$ cat config.mk
export PLATFORM = sky130hd
export DESIGN_NAME = optical_flow_sample_qualifier_unit
export DESIGN_NICKNAME = d
export VERILOG_FILES = /design/src/rtl/ofsq_pkg.sv /design/src/rtl/ofsq_csr.sv /design/src/rtl/ofsq_qualifier.sv /design/src/rtl/optical_flow_sample_qualifier_unit.sv
export SDC_FILE = /design/constraint.sdc
export NUM_CORES = 1
export LEC_CHECK = 0
export BUFFER_PORTS_ARGS = -buffer_cell sky130_fd_sc_hd__clkbuf_2
export CORE_ASPECT_RATIO = 0.8
export CORE_MARGIN = 10
export CORE_UTILIZATION = 44
export DETAILED_ROUTE_END_ITERATION = 8
export PLACE_DENSITY = 0.69
export SYNTH_ARGS = -nofsm -noshare
export SYNTH_HDL_FRONTEND = slang
export SYNTH_SLANG_ARGS = --single-unit
$ cat constraint.sdc
create_clock -name clock -period 6.9 [get_ports clock]
set_input_delay 0 -clock clock [delete_from_list [all_inputs] [get_ports clock]]
set_output_delay 0 -clock clock [all_outputs]
set_load 0.005 [all_outputs]
$ cat src/rtl/ofsq_pkg.sv
`timescale 1ns / 1ps
`default_nettype none

package ofsq_pkg;

   // Configuration register indexes
   typedef enum logic [2:0] {
      CSR_FLOW_DISABLED = 3'd0,
      CSR_ADAPTIVE_STD  = 3'd1,
      CSR_FIXED_STD     = 3'd2,
      CSR_MAX_CONSEC    = 3'd3,
      CSR_VALID_THRESH  = 3'd4,
      CSR_DT_MAX_US     = 3'd5,
      CSR_MIN_QUALITY   = 3'd6
   } csr_index_type;

   localparam int unsigned CSR_DATA_W = 32;

   // Register reset values
   localparam logic        RST_FLOW_DISABLED = 1'b0;
   localparam logic        RST_ADAPTIVE_STD  = 1'b0;
   localparam logic [15:0] RST_FIXED_STD     = 16'd2048;
   localparam logic [15:0] RST_MAX_CONSEC    = 16'd50;
   localparam logic [4:0]  RST_VALID_THRESH  = 5'd4;
   localparam logic [31:0] RST_DT_MAX_US     = 32'd35000;
   localparam logic [7:0]  RST_MIN_QUALITY   = 8'd90;

   // Deltas at or beyond this magnitude are rejected
   localparam logic signed [15:0] MAG_LIMIT = 16'sd100;

   // Adaptive std: 0.0007984 * shutter + 0.4335 in Q.26, rounded to Q6.10.
   // The offset already carries the rounding half (2^15).
   localparam logic [15:0] STD_SLOPE      = 16'd53580;
   localparam logic [31:0] STD_OFFSET_RND = 32'd29124461;
   localparam logic [15:0] STD_MIN        = 16'd102;    // 0.1 in Q6.10

   localparam logic [15:0] RUN_MAX = 16'hFFFF;

   typedef struct packed {
      logic        flow_disabled;
      logic        adaptive_std;
      logic [15:0] fixed_std;
      logic [15:0] max_consec;
      logic [4:0]  valid_thresh;
      logic [31:0] dt_max_us;
      logic [7:0]  min_quality;
   } cfg_type;

   typedef struct packed {
      logic signed [15:0] delta_x;
      logic signed [15:0] delta_y;
      logic [7:0]         surface_quality;
      logic [15:0]        shutter_time;
      logic [31:0]        timestamp_us;
   } frame_type;

   typedef struct packed {
      logic signed [15:0] flow_x;
      logic signed [15:0] flow_y;
      logic [15:0]        std_dev;
      logic [31:0]        elapsed_us;
      logic               pushed;
      logic               update;
      logic               max_reached;
      logic               flow_valid;
      logic [4:0]         inlier_count;
      logic [15:0]        consec_outliers;
      logic [7:0]         outlier_total;
   } result_type;

endpackage

`default_nettype wire

$ cat src/rtl/ofsq_csr.sv
`timescale 1ns / 1ps
`default_nettype none

module ofsq_csr (
   input  wire logic                              clock,
   input  wire logic                              reset,
   input  wire logic                              csr_write_enable,
   input  wire logic [2:0]                        csr_index,
   input  wire logic [ofsq_pkg::CSR_DATA_W-1:0]   csr_write_data,
   output ofsq_pkg::cfg_type                      cfg
);
   import ofsq_pkg::*;

   cfg_type cfg_ff;
   cfg_type cfg_in;

   // Register write decode
   always_comb begin
      cfg_in = cfg_ff;
      if (csr_write_enable) begin
         case (csr_index_type'(csr_index))
            CSR_FLOW_DISABLED: cfg_in.flow_disabled = csr_write_data[0];
            CSR_ADAPTIVE_STD:  cfg_in.adaptive_std  = csr_write_data[0];
            CSR_FIXED_STD:     cfg_in.fixed_std     = csr_write_data[15:0];
            CSR_MAX_CONSEC:    cfg_in.max_consec    = csr_write_data[15:0];
            CSR_VALID_THRESH:  cfg_in.valid_thresh  = csr_write_data[4:0];
            CSR_DT_MAX_US:     cfg_in.dt_max_us     = csr_write_data[31:0];
            CSR_MIN_QUALITY:   cfg_in.min_quality   = csr_write_data[7:0];
            default:           cfg_in = cfg_ff;
         endcase
      end
   end

   always_ff @(posedge clock) begin
      if (reset) begin
         cfg_ff.flow_disabled <= RST_FLOW_DISABLED;
         cfg_ff.adaptive_std  <= RST_ADAPTIVE_STD;
         cfg_ff.fixed_std     <= RST_FIXED_STD;
         cfg_ff.max_consec    <= RST_MAX_CONSEC;
         cfg_ff.valid_thresh  <= RST_VALID_THRESH;
         cfg_ff.dt_max_us     <= RST_DT_MAX_US;
         cfg_ff.min_quality   <= RST_MIN_QUALITY;
      end else begin
         cfg_ff <= cfg_in;
      end
   end

   assign cfg = cfg_ff;

endmodule

`default_nettype wire

$ cat src/rtl/ofsq_qualifier.sv
`timescale 1ns / 1ps
`default_nettype none

module ofsq_qualifier #(
   parameter int unsigned WINDOW_LENGTH = 16
) (
   input  wire logic        clock,
   input  wire logic        reset,
   input  wire ofsq_pkg::cfg_type   cfg,
   input  wire ofsq_pkg::frame_type frame,
   input  wire logic        advance,
   output ofsq_pkg::result_type result
);
   import ofsq_pkg::*;

   localparam int unsigned CNT_W = $clog2(WINDOW_LENGTH + 1);
   localparam int unsigned CMP_W = (CNT_W > 5) ? CNT_W : 5;

   logic [WINDOW_LENGTH-1:0] history_ff, history_in;
   logic [CNT_W-1:0]         tally_ff, tally_in;
   logic [15:0]              run_ff, run_in;
   logic [7:0]               rejected_ff, rejected_in;
   logic [31:0]              last_push_ff, last_push_in;

   logic        mag_ok;
   logic [31:0] std_acc;
   logic [15:0] std_adapt;
   logic [15:0] std_val;
   logic        pushed;
   logic [31:0] elapsed;
   logic        update;
   logic        oldest;
   logic [15:0] run_step;
   logic        max_reached;

   // Magnitude gate on the raw deltas
   assign mag_ok = (frame.delta_x > -MAG_LIMIT) && (frame.delta_x < MAG_LIMIT) &&
                   (frame.delta_y > -MAG_LIMIT) && (frame.delta_y < MAG_LIMIT);

   // Adaptive std from shutter time, clamped below at 0.1
   assign std_acc   = frame.shutter_time * STD_SLOPE + STD_OFFSET_RND;
   assign std_adapt = (std_acc[31:16] < STD_MIN) ? STD_MIN : std_acc[31:16];

   always_comb begin
      if (!mag_ok)
         std_val = '0;
      else if (cfg.adaptive_std)
         std_val = std_adapt;
      else
         std_val = cfg.fixed_std;
   end

   // Push decision and elapsed time since last push
   assign pushed  = mag_ok && !cfg.flow_disabled;
   assign elapsed = pushed ? (frame.timestamp_us - last_push_ff) : '0;
   assign update  = pushed && (elapsed < cfg.dt_max_us) &&
                    (frame.surface_quality >= cfg.min_quality);

   assign last_push_in = pushed ? frame.timestamp_us : last_push_ff;
   assign rejected_in  = mag_ok ? rejected_ff : rejected_ff + 8'd1;

   // Sliding window with running inlier count
   assign oldest     = history_ff[WINDOW_LENGTH-1];
   assign history_in = {history_ff[WINDOW_LENGTH-2:0], update};

   always_comb begin
      tally_in = tally_ff;
      if (update && !oldest)
         tally_in = tally_ff + CNT_W'(1);
      else if (!update && oldest)
         tally_in = tally_ff - CNT_W'(1);
   end

   // Consecutive outlier run, saturating at the configured limit
   always_comb begin
      if (update)
         run_step = '0;
      else if (run_ff < RUN_MAX)
         run_step = run_ff + 16'd1;
      else
         run_step = run_ff;
   end

   assign max_reached = (run_step >= cfg.max_consec);
   assign run_in      = max_reached ? cfg.max_consec : run_step;

   always_ff @(posedge clock) begin
      if (reset) begin
         history_ff   <= '0;
         tally_ff     <= '0;
         run_ff       <= '0;
         rejected_ff  <= '0;
         last_push_ff <= '0;
      end else if (advance) begin
         history_ff   <= history_in;
         tally_ff     <= tally_in;
         run_ff       <= run_in;
         rejected_ff  <= rejected_in;
         last_push_ff <= last_push_in;
      end
   end

   // Result assembly
   always_comb begin
      result.flow_x          = -frame.delta_y;
      result.flow_y          = -frame.delta_x;
      result.std_dev         = std_val;
      result.elapsed_us      = elapsed;
      result.pushed          = pushed;
      result.update          = update;
      result.max_reached     = max_reached;
      result.flow_valid      = (CMP_W'(tally_in) >= CMP_W'(cfg.valid_thresh));
      result.inlier_count    = 5'(tally_in);
      result.consec_outliers = run_in;
      result.outlier_total   = rejected_in;
   end

endmodule

`default_nettype wire

$ cat src/rtl/optical_flow_sample_qualifier_unit.sv
// Optical-flow sample qualifier. Takes one sensor frame per transaction on
// the req_ channel and returns one qualified measurement per frame on the
// rsp_ channel: swapped and negated flow, standard deviation (Q6.10),
// elapsed time since the last pushed frame, push/update flags, and the
// sliding-window validity and consecutive-outlier status. Throughput is one
// frame per cycle while the rsp_ channel is not stalled; an accepted frame
// sits in the input register and moves into the result register once that
// register is free or drains, and rsp_valid rises as it moves. The window,
// counters and last push time are updated in the same cycle the frame moves
// into the result register, so back-to-back frames see each other's effect.
// Configuration registers are written through csr_ with no wait and should
// change only while no frame is in flight.
`timescale 1ns / 1ps
`default_nettype none

module optical_flow_sample_qualifier_unit #(
   parameter int unsigned WINDOW_LENGTH = 16
) (
   input  wire logic                            clock,
   input  wire logic                            reset,

   input  wire logic                            csr_write_enable,
   input  wire logic [2:0]                      csr_index,
   input  wire logic [ofsq_pkg::CSR_DATA_W-1:0] csr_write_data,

   input  wire logic                            req_valid,
   output logic                                 req_ready,
   input  wire logic signed [15:0]              req_delta_x,
   input  wire logic signed [15:0]              req_delta_y,
   input  wire logic [7:0]                      req_surface_quality,
   input  wire logic [15:0]                     req_shutter_time,
   input  wire logic [31:0]                     req_timestamp_us,

   output logic                                 rsp_valid,
   input  wire logic                            rsp_ready,
   output logic signed [15:0]                   rsp_flow_x,
   output logic signed [15:0]                   rsp_flow_y,
   output logic [15:0]                          rsp_std_dev,
   output logic [31:0]                          rsp_elapsed_us,
   output logic                                 rsp_pushed,
   output logic                                 rsp_update,
   output logic                                 rsp_max_reached,
   output logic                                 rsp_flow_valid,
   output logic [4:0]                           rsp_inlier_count,
   output logic [15:0]                          rsp_consec_outliers,
   output logic [7:0]                           rsp_outlier_total
);
   import ofsq_pkg::*;

   cfg_type    cfg;
   frame_type  frame_ff;
   logic       frame_valid_ff;
   result_type result;
   result_type rsp_ff;
   logic       rsp_valid_ff;
   logic       advance;

   ofsq_csr u_csr (
      .clock            (clock),
      .reset            (reset),
      .csr_write_enable (csr_write_enable),
      .csr_index        (csr_index),
      .csr_write_data   (csr_write_data),
      .cfg              (cfg)
   );

   // Frame moves to the result register when that register is free or drains
   assign advance   = frame_valid_ff && (!rsp_valid_ff || rsp_ready);
   assign req_ready = !frame_valid_ff || advance;

   // Input register
   always_ff @(posedge clock) begin
      if (reset) begin
         frame_valid_ff <= 1'b0;
      end else if (req_ready) begin
         frame_valid_ff <= req_valid;
      end
   end

   always_ff @(posedge clock) begin
      if (req_valid && req_ready) begin
         frame_ff.delta_x         <= req_delta_x;
         frame_ff.delta_y         <= req_delta_y;
         frame_ff.surface_quality <= req_surface_quality;
         frame_ff.shutter_time    <= req_shutter_time;
         frame_ff.timestamp_us    <= req_timestamp_us;
      end
   end

   ofsq_qualifier #(
      .WINDOW_LENGTH (WINDOW_LENGTH)
   ) u_qualifier (
      .clock   (clock),
      .reset   (reset),
      .cfg     (cfg),
      .frame   (frame_ff),
      .advance (advance),
      .result  (result)
   );

   // Result register
   always_ff @(posedge clock) begin
      if (reset) begin
         rsp_valid_ff <= 1'b0;
      end else if (advance) begin
         rsp_valid_ff <= 1'b1;
      end else if (rsp_ready) begin
         rsp_valid_ff <= 1'b0;
      end
   end

   always_ff @(posedge clock) begin
      if (advance) begin
         rsp_ff <= result;
      end
   end

   assign rsp_valid           = rsp_valid_ff;
   assign rsp_flow_x          = rsp_ff.flow_x;
   assign rsp_flow_y          = rsp_ff.flow_y;
   assign rsp_std_dev         = rsp_ff.std_dev;
   assign rsp_elapsed_us      = rsp_ff.elapsed_us;
   assign rsp_pushed          = rsp_ff.pushed;
   assign rsp_update          = rsp_ff.update;
   assign rsp_max_reached     = rsp_ff.max_reached;
   assign rsp_flow_valid      = rsp_ff.flow_valid;
   assign rsp_inlier_count    = rsp_ff.inlier_count;
   assign rsp_consec_outliers = rsp_ff.consec_outliers;
   assign rsp_outlier_total   = rsp_ff.outlier_total;

endmodule

`default_nettype wire
**Word level (Yosys, flattened, before mapping)**

Cells that the tools add are included.

- Multiplexer cells: 11
- Multiply operators: 1
- Equal/unequal tests: 6
- Add/subtract/negate cells: 8
- Magnitude comparators: 10
- Reduce and logical (&&, ||, !) cells: 27

Operator list:

| cell | number |
|---|---|
| $mux W16 | 5 |
| $add A32 B25 Y32 const B | 1 |
| $gt A16 B8 Y1 const B | 2 |
| $lt A16 B8 Y1 const B | 2 |
| $lt A32 B32 Y1 | 1 |
| $mux W32 | 1 |
| $neg A16 Y16 | 2 |
| $sub A32 B32 Y32 | 1 |
| $mul A16 B14 Y30 const B | 1 |
| $add A16 B1 Y16 const B | 1 |
| $ge A16 B16 Y1 | 1 |
| $lt A16 B16 Y1 const B | 1 |
| $lt A16 B7 Y1 const B | 1 |
| $reduce_and A2 Y1 | 8 |
| $logic_and A1 B1 Y1 | 10 |
| $mux W5 | 2 |
| $eq A3 B3 Y1 const B | 3 |
| $add A8 B1 Y8 const B | 1 |
| $ge A8 B8 Y1 | 1 |
| $mux W8 | 1 |
| $eq A3 B2 Y1 const B | 2 |
| $add A5 B1 Y5 const B | 1 |
| $ge A5 B5 Y1 | 1 |
| $logic_not A1 Y1 | 5 |
| 6 further kinds | 8 |

- Logic and storage cells: 93
- Output and inout bits: 115
- Register bits: 359
- Bits of input ports: 128

**Depth between registers and ports, before layout**

Gate-level depths: netlist of the first run.

- Word-level depth: 14
- Mapped depth: 40
- Mapped depth without buffers: 38

**Cells and area by module**

From an unflattened synthesis of the first run, not the netlist that was laid out.

- Cell total of the unflattened synthesis: 2103
- Area total of the unflattened synthesis: 21983.6 µm²

Modules (own cells, without submodules):

| module | cells an instance | times used | sequential area each (µm²) | area an instance (µm²) |
|---|---|---|---|---|
| ofsq_qualifier | 1577 | 1 | 1541.5 | 12488.2 |
| optical_flow_sample_qualifier_unit | 211 | 1 | 6075.8 | 6139.6 |
| ofsq_csr | 315 | 1 | 1581.5 | 3355.7 |

**Worst setup path after synthesis of the first run**

OpenSTA, ideal clock, no wires.

- Path kind: reg-to-reg
- Start: reg frame_ff[0] in the netlist's numbering
- End: reg u_qualifier.run_ff[5]
- Stages on the path, launching flop included: 40
- Path slack: -618 ps
- Setup time: 115 ps
- Buffers on the path: 2
- Period minus slack after synthesis: 7518 ps
- Required time: 6785 ps
- Data arrival time: 7403 ps
- Cells stage by stage: edfxtp_1 inv_1 ha_1 inv_1 fa_1 a21o_1 a21oi_1 o21bai_1 a2111o_1 a311oi_1 nor2_1 a31o_2 a21o_1 a21oi_1 xor2_1 nor2_1 ha_1 a21o_1 [... 4 more ...] o31ai_1 a21oi_1 nor3_4 buf_4 nor2_1 ha_1 a21o_1 a21o_1 a21o_1 a21o_1 a21o_1 a21o_1 a21oi_1 o31a_1 o21ai_1 clkbuf_1 mux2_2 o21a_1

RTL lines:

| what | line | RTL |
|---|---|---|
| from (decl) | optical_flow_sample_qualifier_unit.sv:51 | `frame_type frame_ff;` |
| to (signal assigned) | ofsq_qualifier.sv:97 | `run_ff <= run_in;` |
| to (decl) | ofsq_qualifier.sv:21 | `logic [15:0] run_ff, run_in;` |

==> run_summary.xml, run 1 <==
<?xml version="1.0" encoding="UTF-8"?>
<metrics>
  <group name="run_status">
    <metric name="run_status" unit="">finished with violations</metric>
    <metric name="violations" unit="">setup timing</metric>
  </group>
  <group name="synthesis">
    <metric name="postSynthAreaPerCell" unit="µm²">9.693</metric>
    <metric name="seq_area_frac_synth" unit="">0.4242</metric>
    <metric name="synthesis.instances" unit="">2237</metric>
    <metric name="synthesized_area_fraction_occupied_by_and_or_nand_nor_cells" unit="">0.1544</metric>
    <metric name="complex_gate_fraction_of_the_synthesized_area" unit="">0.1334</metric>
    <metric name="synth_nets" unit="">2640</metric>
    <metric name="synth_mux_area_frac" unit="">0.01581</metric>
    <metric name="synth_flop_cell" unit="">edfxtp_1</metric>
    <metric name="synth_enable_flop_cells" unit="">201</metric>
    <metric name="synth_seq_cells" unit="">359</metric>
    <metric name="yosys_warnings" unit="">0</metric>
    <metric name="synthXorXnorAreaFrac" unit="">0.04397</metric>
    <metric name="synthesis.area" unit="µm²">21680</metric>
    <metric name="synth_fa_ha_area_frac" unit="">0.1770</metric>
    <metric name="largest_family_of_logic_cells_by_synthesized_area" unit="">adder cells</metric>
    <metric name="async_reset_ff_frac" unit="">0</metric>
    <metric name="synth.distinct_cells" unit="">78</metric>
  </group>
  <group name="timing">
    <metric name="report.final.setup_viol" unit="">33</metric>
    <metric name="timing_worst_slew_pin_value" unit="ps">1225</metric>
    <metric name="maxSlewViolCount" unit="">0</metric>
    <metric name="fin_ws" unit="ps">-401.8</metric>
    <metric name="post-route-period-util" unit="">1.058</metric>
    <metric name="final_hold_viol_count" unit="">0</metric>
    <metric name="clock_skew" unit="ps">28.36</metric>
    <metric name="worst_hold_slack" unit="ps">56.52</metric>
    <metric name="worst_slew_margin_rel" unit="">0.1810</metric>
    <metric name="rsz0062_at_grt" unit="">yes</metric>
    <metric name="finalWorstPathRequiredPeriod" unit="ps">7302</metric>
    <metric name="max_freq" unit="MHz">137.0</metric>
  </group>
  <group name="floorplan">
    <metric name="floorplan.core_area" unit="µm²">48560</metric>
    <metric name="rows" unit="">72</metric>
    <metric name="floorplan.die.width" unit="µm">268.2</metric>
    <metric name="num_io_pins" unit="">243</metric>
    <metric name="die_height" unit="µm">218.6</metric>
    <metric name="design.die.area" unit="µm²">58620</metric>
    <metric name="initial_utilization" unit="">0.4466</metric>
  </group>
  <group name="detailed_routing">
    <metric name="antenna_violating_nets_post_route" unit="">0</metric>
    <metric name="postRouteWirelength" unit="mm">61.40</metric>
    <metric name="dr.max_layer_used" unit="">met5</metric>
    <metric name="drc_marker_count_from_the_first_detailed_route_iteration" unit="">1245</metric>
    <metric name="detail_route.wirelength.met1" unit="mm">27.87</metric>
    <metric name="drt-pass1-iter-count" unit="">6</metric>
    <metric name="dr_total_vias" unit="">18267</metric>
    <metric name="met3WireLength" unit="mm">3.623</metric>
    <metric name="avgViaCountPerCell" unit="">5.243</metric>
    <metric name="drcViolationCount" unit="">0</metric>
    <metric name="avgRoutedWirePerCell" unit="µm">17.62</metric>
    <metric name="met2WireLength" unit="mm">28.42</metric>
  </group>
  <group name="placed_design">
    <metric name="buffer_ports.inserted" unit="">242</metric>
    <metric name="placed_cells" unit="">3201</metric>
    <metric name="placement.cell_area" unit="µm²">24700</metric>
    <metric name="place_hpwl" unit="mm">44.22</metric>
    <metric name="gp_congestion" unit="">0.9085</metric>
  </group>
  <group name="pwr">
    <metric name="reg_power_frac" unit="">0.207</metric>
    <metric name="power.leakage" unit="nW">12.29</metric>
    <metric name="power" unit="mW">11.66</metric>
    <metric name="cellInternalPower" unit="mW">6.987</metric>
    <metric name="p_comb_frac" unit="">0.609</metric>
    <metric name="switching_share_of_power" unit="">0.4006</metric>
    <metric name="total_switching_power" unit="mW">4.670</metric>
    <metric name="ir_drop" unit="µV">559.3</metric>
    <metric name="powerDensity" unit="nW/µm²">407.2</metric>
    <metric name="clock_power_share" unit="">0.184</metric>
  </group>
  <group name="critical_path">
    <metric name="start_kind" unit="">flop</metric>
    <metric name="r2r_setup_slack" unit="ps">-400</metric>
    <metric name="cp-end-kind" unit="">flop</metric>
    <metric name="crit_family" unit="">compound AO/OA/AOI/OAI gates</metric>
    <metric name="worstPathMaxFanout" unit="">5</metric>
    <metric name="cp.buffers_inverters" unit="">4</metric>
    <metric name="cp.required" unit="ps">7340</metric>
    <metric name="timing.critical_path.slowest_cell_delay" unit="ps">500</metric>
    <metric name="crit_path_frequent_cell" unit="">a21o_1</metric>
    <metric name="setup.worst_path.class" unit="">reg -&gt; reg</metric>
    <metric name="worst-endpoint-arrival" unit="ps">7740</metric>
    <metric name="crit_path_top_delay_cell" unit="">or4_4</metric>
  </group>
  <group name="cts">
    <metric name="clk_pin_slew_worst_paths" unit="ps">60</metric>
    <metric name="cts_sinks" unit="">359</metric>
    <metric name="clock_tree.buffer_depth" unit="">3</metric>
    <metric name="root_buffer" unit="">clkbuf_16</metric>
    <metric name="worstSkewPairLatency" unit="ps">560</metric>
    <metric name="cts-buffers-inserted" unit="">40</metric>
    <metric name="tritoncts" unit="">done</metric>
    <metric name="htreeDepth" unit="">2</metric>
  </group>
  <group name="layout">
    <metric name="num-nets-final" unit="">3223</metric>
    <metric name="final.fill_count" unit="">4031</metric>
    <metric name="post-route-util" unit="">0.5895</metric>
    <metric name="final_cell_count_no_fill" unit="">3484</metric>
    <metric name="layout-area-overhead-vs-synth" unit="%">32.02</metric>
    <metric name="drive_above_1_share" unit="">0.2364</metric>
    <metric name="final_design_area_no_fill" unit="µm²">28630</metric>
  </group>
  <group name="global_route">
    <metric name="antenna_found_initial" unit="">8</metric>
    <metric name="grt_start_max_net_pins" unit="">113</metric>
    <metric name="vias_in_the_first_global_route" unit="">18421</metric>
    <metric name="grt_use_total" unit="">0.2034</metric>
    <metric name="wire_length_of_the_first_global_routing_pass" unit="mm">96.44</metric>
    <metric name="grt_remaining_overflow" unit="">0</metric>
  </group>
  <group name="worst_hold_path">
    <metric name="min-delay-path-class" unit="">in -&gt; reg</metric>
  </group>
  <group name="flow_run">
    <metric name="maxCapViolCount" unit="">0</metric>
  </group>
</metrics>
## state kept, by name, summed over array words and instances, names as in the netlist
signal and flops:
frame_ff 88, u_csr.cfg 79, rsp_elapsed_us 32, u_qualifier.last_push_ff 32, rsp_consec_outliers 16, rsp_flow_x 16
rsp_flow_y 16, rsp_std_dev 16, u_qualifier.history_ff 16, u_qualifier.run_ff 16, rsp_outlier_total 8, u_qualifier.rejected_ff 8
rsp_inlier_count 5, u_qualifier.tally_ff 5, frame_valid_ff 1, rsp_flow_valid 1, rsp_max_reached 1, rsp_pushed 1
rsp_update 1, rsp_valid 1
## worst min-delay path: stages
cell and delay (ps):
clkbuf_2 160, nand2b_1 170, nor2_1 60, mux2i_1 110
nor2_1 70
## cell type report
cell class | instances | area [µm²] | share of cell area
Clock inverter | 25 | 241.5 | 0.008436
Clock buffer | 48 | 1091 | 0.03811
Antenna cell | 4 | 10.01 | 0.0003497
Inverter | 220 | 830.8 | 0.02902
Tap cell | 629 | 787.0 | 0.02749
Timing Repair Buffer | 610 | 4438 | 0.1550
Sequential cell | 359 | 9199 | 0.3213
Multi-Input combinational cell | 1589 | 12030 | 0.4202
## final timing paths
path,from,end,cells after the start
max,frame_ff[0],u_qualifier.run_ff[5],37
min,csr_index[2],u_csr.cfg[77],5
max reg2reg,frame_ff[0],u_qualifier.run_ff[5],37
min reg2reg,u_qualifier.history_ff[6],u_qualifier.history_ff[7],2
## cell families after synthesis
group | after synthesis
AO/OA/AOI/OAI | 443
XOR/XNOR | 108
adder cells (fa/ha/maj) | 275
buffers and inverters | 291
flip-flops | 359
multiplexers | 32
AND/OR/NAND/NOR | 729
## synthesized netlist by cell type, drive strengths merged (5+ instances only)
library cell | n | area, µm²
nand2b | 21 | 131.4
mux2i | 14 | 140.1
xnor2 | 59 | 516.8
buf | 13 | 66.31
nand3b | 10 | 75.07
and3 | 20 | 125.1
nor4b | 6 | 58.80
edfxtp | 201 | 6036
o2111ai | 5 | 43.79
o311ai | 5 | 43.79
nor3 | 42 | 221.5
or4 | 6 | 52.55
o31ai | 11 | 87.58
a211oi | 21 | 162.6
a21o | 56 | 420.4
dfxtp | 158 | 3163
o21a | 23 | 172.7
nand3 | 32 | 160.2
a211o | 12 | 105.1
a311oi | 14 | 122.6
o211ai | 15 | 117.6
nand4 | 22 | 137.6
xor2 | 49 | 436.7
o21ai | 54 | 270.3
or3 | 20 | 125.1
or2 | 12 | 75.08
o21bai | 9 | 67.56
a21oi | 173 | 865.8
ha | 222 | 2778
inv | 220 | 825.8
nor2 | 180 | 675.7
fa | 53 | 1061
a2111oi | 6 | 65.06
mux2 | 18 | 202.7
nor2b | 13 | 81.33
clkbuf | 58 | 217.7
nor4 | 12 | 81.33
nand2 | 307 | 1152
and2 | 12 | 75.07
## metal layers
| metal | up-vias | track usage |
|---|---|---|
| met4 | 8 | 0.05228 |
| met1 | 8690 | 0.2724 |
| li1 | 9013 | - |
| met3 | 90 | 0.03804 |
| met2 | 466 | 0.3332 |
| met5 | - | 0 |
## power groups by stage
stage               registers, mW  logic, mW  clock network [mW]
global placement             2.46       5.47                   0
global route                 2.43       7.71                2.28
floorplan                    2.45       3.50                   0
finish                       2.42       7.10                2.14
CTS                          2.42       6.30                2.19
detailed placement           2.46       5.57                   0
## placed cells by master, fill, tap and decap left out, types with 56 or more instances in the layout
master           n
a21o_1          56
a21oi_1        161
buf_4          209
clkbuf_2       241
dfxtp_1        158
dlygate4sd3_1  145
edfxtp_1       201
ha_1           213
inv_1          212
nand2_1        304
nor2_1         174
xnor2_1         56
## stage by stage
step,setup TNS (ps),setup WS [ps]
after floorplan,-1040,-73.66
after global placement,-18560,-550.3
after detailed placement,-23130,-684.5
after CTS,-10940,-377.9
after global routing,-21520,-684.6
final,-11630,-401.8
## repair_timing
action                     4_1_cts  5_1_grt
hold buffers                   145        0
pin swaps                       34       64
hold endpoints to repair       209        0
gates resized for setup         46       83
setup buffers                   29       29
gates cloned                     3        0
setup endpoints to repair       42       46
No activity file was read; power rests on OpenSTA's default activity.
==> inputs of run 2 (changes only) <==
SETUP_SLACK_MARGIN = 0.15   (was unset)
==> run_summary.xml, run 2 (same netlist as run 1, synthesis figures left out) <==
<?xml version="1.0" encoding="UTF-8"?>
<metrics>
  <group name="layout">
    <metric name="final.fill_count" unit="">4036</metric>
    <metric name="drive_above_1_share" unit="">0.2320</metric>
    <metric name="final_design_area_no_fill" unit="µm²">28330</metric>
    <metric name="post-route-util" unit="">0.5834</metric>
    <metric name="flip_flop_count_of_the_largest_register_all_copies_and_words_added" unit="">88</metric>
    <metric name="layout_commonest_cell" unit="">nand2_1</metric>
    <metric name="final_cell_mix" unit="">nand2_1, clkbuf_2, ha_1</metric>
    <metric name="largest_register" unit="">frame_ff</metric>
    <metric name="num-nets-final" unit="">3186</metric>
    <metric name="layout-area-overhead-vs-synth" unit="%">30.64</metric>
  </group>
  <group name="timing">
    <metric name="maxSlewViolCount" unit="">0</metric>
    <metric name="rsz0062_at_grt" unit="">yes</metric>
    <metric name="report.final.setup_viol" unit="">33</metric>
    <metric name="fin_ws" unit="ps">-450.3</metric>
    <metric name="final_hold_viol_count" unit="">0</metric>
    <metric name="worst_slew_margin_rel" unit="">0.2351</metric>
    <metric name="post-route-period-util" unit="">1.065</metric>
    <metric name="finalWorstPathRequiredPeriod" unit="ps">7350</metric>
    <metric name="sum_of_negative_setup_slack" unit="ps">-11410</metric>
    <metric name="timing_worst_slew_pin_value" unit="ps">1146</metric>
    <metric name="max_freq" unit="MHz">136.0</metric>
    <metric name="clock_skew" unit="ps">29.32</metric>
    <metric name="worst_hold_slack" unit="ps">155.9</metric>
  </group>
  <group name="cts">
    <metric name="cts_sinks" unit="">359</metric>
    <metric name="cts-buffers-inserted" unit="">40</metric>
    <metric name="clk_pin_slew_worst_paths" unit="ps">60</metric>
    <metric name="clock_tree.buffer_depth" unit="">3</metric>
    <metric name="htreeDepth" unit="">2</metric>
    <metric name="worstSkewPairLatency" unit="ps">570</metric>
    <metric name="root_buffer" unit="">clkbuf_16</metric>
    <metric name="tritoncts" unit="">done</metric>
  </group>
  <group name="detailed_routing">
    <metric name="antenna_violating_nets_post_route" unit="">0</metric>
    <metric name="dr.max_layer_used" unit="">met5</metric>
    <metric name="dr_total_vias" unit="">18054</metric>
    <metric name="met3WireLength" unit="mm">3.577</metric>
    <metric name="avgViaCountPerCell" unit="">5.236</metric>
    <metric name="postRouteWirelength" unit="mm">60.81</metric>
    <metric name="met2WireLength" unit="mm">27.71</metric>
    <metric name="drcViolationCount" unit="">0</metric>
    <metric name="avgRoutedWirePerCell" unit="µm">17.64</metric>
    <metric name="detail_route.wirelength.met1" unit="mm">28.04</metric>
    <metric name="drt-pass1-iter-count" unit="">5</metric>
    <metric name="drc_marker_count_from_the_first_detailed_route_iteration" unit="">1150</metric>
  </group>
  <group name="floorplan">
    <metric name="initial_utilization" unit="">0.4466</metric>
    <metric name="design.die.area" unit="µm²">58620</metric>
    <metric name="rows" unit="">72</metric>
    <metric name="floorplan.die.width" unit="µm">268.2</metric>
    <metric name="floorplan.core_area" unit="µm²">48560</metric>
    <metric name="num_io_pins" unit="">243</metric>
    <metric name="die_height" unit="µm">218.6</metric>
  </group>
  <group name="critical_path">
    <metric name="start_kind" unit="">flop</metric>
    <metric name="timing.critical_path.slowest_cell_delay" unit="ps">420</metric>
    <metric name="setup.worst_path.class" unit="">reg -&gt; reg</metric>
    <metric name="cp.required" unit="ps">7370</metric>
    <metric name="reg2reg_depth" unit="">40</metric>
    <metric name="r2r_setup_slack" unit="ps">-450</metric>
    <metric name="crit_path_top_delay_cell" unit="">a2111o_1</metric>
    <metric name="worst-endpoint-arrival" unit="ps">7820</metric>
    <metric name="cp-end-kind" unit="">flop</metric>
    <metric name="worst_setup_path_startpoint" unit="">frame_ff[0]</metric>
    <metric name="crit_path_frequent_cell" unit="">a21o_1</metric>
    <metric name="worstPathMaxFanout" unit="">5</metric>
    <metric name="rr_startpoint" unit="">frame_ff[0]</metric>
  </group>
  <group name="global_route">
    <metric name="wire_length_of_the_first_global_routing_pass" unit="mm">95.88</metric>
    <metric name="grt_start_max_net_pins" unit="">100</metric>
    <metric name="grt_remaining_overflow" unit="">0</metric>
    <metric name="vias_in_the_first_global_route" unit="">18132</metric>
    <metric name="antenna_found_initial" unit="">7</metric>
    <metric name="grt_use_total" unit="">0.2019</metric>
  </group>
  <group name="run_status">
    <metric name="violations" unit="">setup timing</metric>
    <metric name="run_status" unit="">finished with violations</metric>
  </group>
  <group name="placed_design">
    <metric name="place_hpwl" unit="mm">43.75</metric>
    <metric name="buffer_ports.inserted" unit="">242</metric>
    <metric name="gp_congestion" unit="">0.9227</metric>
    <metric name="placement.cell_area" unit="µm²">24670</metric>
  </group>
  <group name="worst_hold_path">
    <metric name="hold_start" unit="">req_timestamp_us[28]</metric>
    <metric name="min-delay-path-class" unit="">in -&gt; reg</metric>
    <metric name="whs_path_depth" unit="">2</metric>
  </group>
  <group name="pwr">
    <metric name="power" unit="mW">11.35</metric>
    <metric name="ir_drop" unit="µV">451.5</metric>
    <metric name="powerDensity" unit="nW/µm²">400.6</metric>
    <metric name="power.leakage" unit="nW">12.12</metric>
  </group>
  <group name="flow_run">
    <metric name="maxCapViolCount" unit="">0</metric>
  </group>
</metrics>
[run 2: changes by cell type in the layout (fill, tap and decap cells not counted), sizes merged]
cell         change
buf             -21
clkinvlp         -5
dlygate4sd3     -14
clkinv           -3
clkbuf           +3
bufinv           -1
o21ai            -2
inv              +7
[run 2: power breakdown]
group / switching [mW] / internal, mW
Clock: 0.924 / 1.26
Combinational: 3.66 / 3.09
Sequential: 0.0614 / 2.35
Total: 4.64 / 6.71
[run 2: final timing paths]
kind / end
setup / recovery: u_qualifier.run_ff[0]
hold / removal: frame_ff[28]
setup reg to reg: u_qualifier.run_ff[0]
hold reg to reg: u_qualifier.history_ff[10]
[run 2: routing by layer]
layer,track usage,vias to the layer above
met3,0.03917,91
li1,-,8931
met4,0.05942,6
met2,0.3212,490
met1,0.2747,8536
met5,0,-
[run 2: cell type report]
cell class / count / area, µm² / area share
diodes: 4 / 10.01 / 0.0003534
multi-input cells: 1587 / 12030 / 0.4247
well taps: 629 / 787.0 / 0.02778
clock buffers: 51 / 1127 / 0.03980
clock inverters: 23 / 232.7 / 0.008216
flip-flops and latches: 359 / 9199 / 0.3247
repair buffers: 575 / 4110 / 0.1451
inverters: 220 / 830.8 / 0.02933
[run 2: through the flow]
step,setup slack [ps],instances
3_5_place_dp,-682.6,3193
2_1_floorplan,-73.53,2237
3_3_place_gp,-590.5,3193
5_1_grt,-802.6,3448
4_1_cts,-374.5,3432
6_report,-450.3,3448
[run 2: repair_timing]
action | 4_1_cts | 5_1_grt
endpoints found under the setup margin | 44 | 44
pin swaps | 51 | 43
buffers inserted | 33 | 12
hold buffers | 132 | 0
endpoints found under the hold margin | 194 | 0
gates resized for setup | 45 | 74
[run 2: critical path: cells and delay by family (launching register included)]
| family | cells | cell delay (ps) |
|---|---|---|
| AOI/OAI and AO/OA | 25 | 4490 |
| xor gates and xnor gates | 1 | 180 |
| adders and majority gates | 4 | 1060 |
| buffers and inverters | 5 | 530 |
| DFF | 1 | 380 |
| and+or+nand+nor | 5 | 630 |
==> inputs of run 3 (changes only) <==
PLACE_DENSITY = 0.67   (was 0.69)
clock period = 8.8 ns   (was 6.9 ns; I/O delays follow)
==> run_summary.xml, run 3 (same netlist as run 1, synthesis figures left out) <==
<?xml version="1.0" encoding="UTF-8"?>
<metrics>
  <group name="cts">
    <metric name="clock_tree.buffer_depth" unit="">3</metric>
    <metric name="clk_pin_slew_worst_paths" unit="ps">60</metric>
    <metric name="root_buffer" unit="">clkbuf_16</metric>
    <metric name="cts_sinks" unit="">359</metric>
    <metric name="tritoncts" unit="">done</metric>
    <metric name="worstSkewPairLatency" unit="ps">560</metric>
    <metric name="cts-buffers-inserted" unit="">38</metric>
    <metric name="htreeDepth" unit="">2</metric>
  </group>
  <group name="pwr">
    <metric name="ir_drop" unit="µV">363.4</metric>
    <metric name="switching_share_of_power" unit="">0.4116</metric>
    <metric name="powerDensity" unit="nW/µm²">271.4</metric>
    <metric name="cellInternalPower" unit="mW">4.182</metric>
    <metric name="power.leakage" unit="nW">11.06</metric>
    <metric name="clock_power_share" unit="">0.226</metric>
    <metric name="reg_power_frac" unit="">0.268</metric>
    <metric name="p_comb_frac" unit="">0.507</metric>
    <metric name="total_switching_power" unit="mW">2.926</metric>
    <metric name="power" unit="mW">7.108</metric>
  </group>
  <group name="worst_hold_path">
    <metric name="whs_path_depth" unit="">4</metric>
    <metric name="min-delay-path-class" unit="">in -&gt; reg</metric>
  </group>
  <group name="timing">
    <metric name="timing_worst_slew_pin_value" unit="ps">1184</metric>
    <metric name="worst_slew_margin_rel" unit="">0.2103</metric>
    <metric name="clock_skew" unit="ps">21.21</metric>
    <metric name="report.final.setup_viol" unit="">0</metric>
    <metric name="max_freq" unit="MHz">124.7</metric>
    <metric name="finalWorstPathRequiredPeriod" unit="ps">8018</metric>
    <metric name="rsz0062_at_grt" unit="">no</metric>
    <metric name="maxSlewViolCount" unit="">0</metric>
    <metric name="worst_hold_slack" unit="ps">65.79</metric>
    <metric name="final_hold_viol_count" unit="">0</metric>
    <metric name="sum_of_negative_setup_slack" unit="ps">0</metric>
    <metric name="post-route-period-util" unit="">0.9111</metric>
  </group>
  <group name="placed_design">
    <metric name="place_hpwl" unit="mm">42.82</metric>
    <metric name="buffer_ports.inserted" unit="">242</metric>
    <metric name="gp_congestion" unit="">0.9306</metric>
  </group>
  <group name="layout">
    <metric name="num-nets-final" unit="">3005</metric>
    <metric name="layout-area-overhead-vs-synth" unit="%">20.79</metric>
    <metric name="multi_input_area" unit="µm²">11390</metric>
    <metric name="flip_flop_count_of_the_largest_register_all_copies_and_words_added" unit="">88</metric>
    <metric name="drive_above_1_share" unit="">0.1379</metric>
    <metric name="largest_register" unit="">frame_ff</metric>
    <metric name="layout_commonest_cell" unit="">nand2_1</metric>
    <metric name="seqCellArea" unit="µm²">9199</metric>
    <metric name="final.fill_count" unit="">4315</metric>
    <metric name="final_cell_mix" unit="">nand2_1, clkbuf_2, ha_1</metric>
  </group>
  <group name="critical_path">
    <metric name="worst-endpoint-arrival" unit="ps">8470</metric>
    <metric name="start_kind" unit="">flop</metric>
    <metric name="crit_path_frequent_cell" unit="">a21o_1</metric>
    <metric name="cp-end-kind" unit="">flop</metric>
    <metric name="crit_path_top_delay_cell" unit="">a2111o_1</metric>
    <metric name="timing.critical_path.slowest_cell_delay" unit="ps">470</metric>
    <metric name="setup.worst_path.class" unit="">reg -&gt; reg</metric>
    <metric name="worstPathMaxFanout" unit="">23</metric>
    <metric name="reg2reg_depth" unit="">37</metric>
    <metric name="cp.required" unit="ps">9250</metric>
  </group>
  <group name="detailed_routing">
    <metric name="drcViolationCount" unit="">0</metric>
    <metric name="antenna_violating_nets_post_route" unit="">0</metric>
    <metric name="dr_total_vias" unit="">17297</metric>
    <metric name="drt-pass1-iter-count" unit="">7</metric>
    <metric name="avgViaCountPerCell" unit="">5.286</metric>
    <metric name="avgRoutedWirePerCell" unit="µm">17.71</metric>
    <metric name="drc_marker_count_from_the_first_detailed_route_iteration" unit="">1160</metric>
    <metric name="postRouteWirelength" unit="mm">57.95</metric>
  </group>
  <group name="floorplan">
    <metric name="num_io_pins" unit="">243</metric>
    <metric name="initial_utilization" unit="">0.4466</metric>
    <metric name="design.die.area" unit="µm²">58620</metric>
    <metric name="rows" unit="">72</metric>
    <metric name="floorplan.die.width" unit="µm">268.2</metric>
    <metric name="floorplan.core_area" unit="µm²">48560</metric>
    <metric name="die_height" unit="µm">218.6</metric>
  </group>
  <group name="global_route">
    <metric name="grt_remaining_overflow" unit="">0</metric>
    <metric name="wire_length_of_the_first_global_routing_pass" unit="mm">92.23</metric>
    <metric name="grt_use_total" unit="">0.1938</metric>
    <metric name="vias_in_the_first_global_route" unit="">17227</metric>
    <metric name="grt_start_max_net_pins" unit="">115</metric>
    <metric name="antenna_found_initial" unit="">12</metric>
  </group>
  <group name="run_status">
    <metric name="run_status" unit="">complete, no violations</metric>
  </group>
  <group name="flow_run">
    <metric name="maxCapViolCount" unit="">0</metric>
  </group>
</metrics>
==> run 3: cell type report <==
| type | instances | share of cell area |
|---|---|---|
| multi-input cells | 1587 | 0.4348 |
| flip-flops and latches | 359 | 0.3512 |
| repair buffers | 396 | 0.1041 |
| clock buffers | 55 | 0.04108 |
| inverters | 220 | 0.03172 |
| well taps | 629 | 0.03005 |
| clock inverters | 15 | 0.005924 |
| diodes | 11 | 0.001051 |
==> run 3: power groups by stage <==
stage | Sequential [mW] | Combinational (mW) | Clock [mW]
finish | 1.90 | 3.60 | 1.60
global route | 1.91 | 4.03 | 1.71
detailed placement | 1.94 | 3.50 | 0
CTS | 1.90 | 3.57 | 1.64
floorplan | 1.92 | 2.71 | 0
global placement | 1.94 | 3.44 | 0
==> run 3: critical path: cells and delay by family, from the launching register on <==
kind / cells / cell delay (ps)
DFF: 1 / 400
muxes: 1 / 370
buffers and inverters: 4 / 750
AOI/OAI and AO/OA: 22 / 4400
xor gates and xnor gates: 1 / 150
adders and majority gates: 4 / 1190
and+or+nand+nor: 5 / 630
==> run 3: stage by stage <==
stage	setup WS (ps)	area, µm²	util	std cells
after detailed placement	615.4	23500	0.4839	3048
after global routing	233.3	26180	0.5392	3269
final	782.3	26190	0.5394	3272
after CTS	577.9	26160	0.5388	3261
after floorplan	1282	21680	-	2237
after global placement	808.9	23500	0.4839	3048
==> run 3: final timing paths <==
| kind | end | slack (ps) | start |
|---|---|---|---|
| setup / recovery | u_qualifier.run_ff[11] | 780 | frame_ff[0] |
| hold / removal | u_csr.cfg[3] | 70 | csr_index[2] |
| setup reg to reg | u_qualifier.run_ff[11] | 780 | frame_ff[0] |
| hold reg to reg | u_qualifier.last_push_ff[12] | 450 | u_qualifier.last_push_ff[12] |
==> run 3: layer usage <==
metal  routed length, µm  GRT usage  vias up
li1                    -          -     8559
met2               26100     0.3045      475
met1               26710     0.2648     8169
met3                3910    0.04388       90
met5                  14          0        -
met4                1219    0.05171        4
==> run 3: repair_timing <==
item | 4_1_cts | 5_1_grt
resized for setup | 0 | 1
setup buffers | 0 | 0
setup endpoints to repair | 0 | 18
endpoints found under the hold margin | 207 | 0
hold buffers | 143 | 0
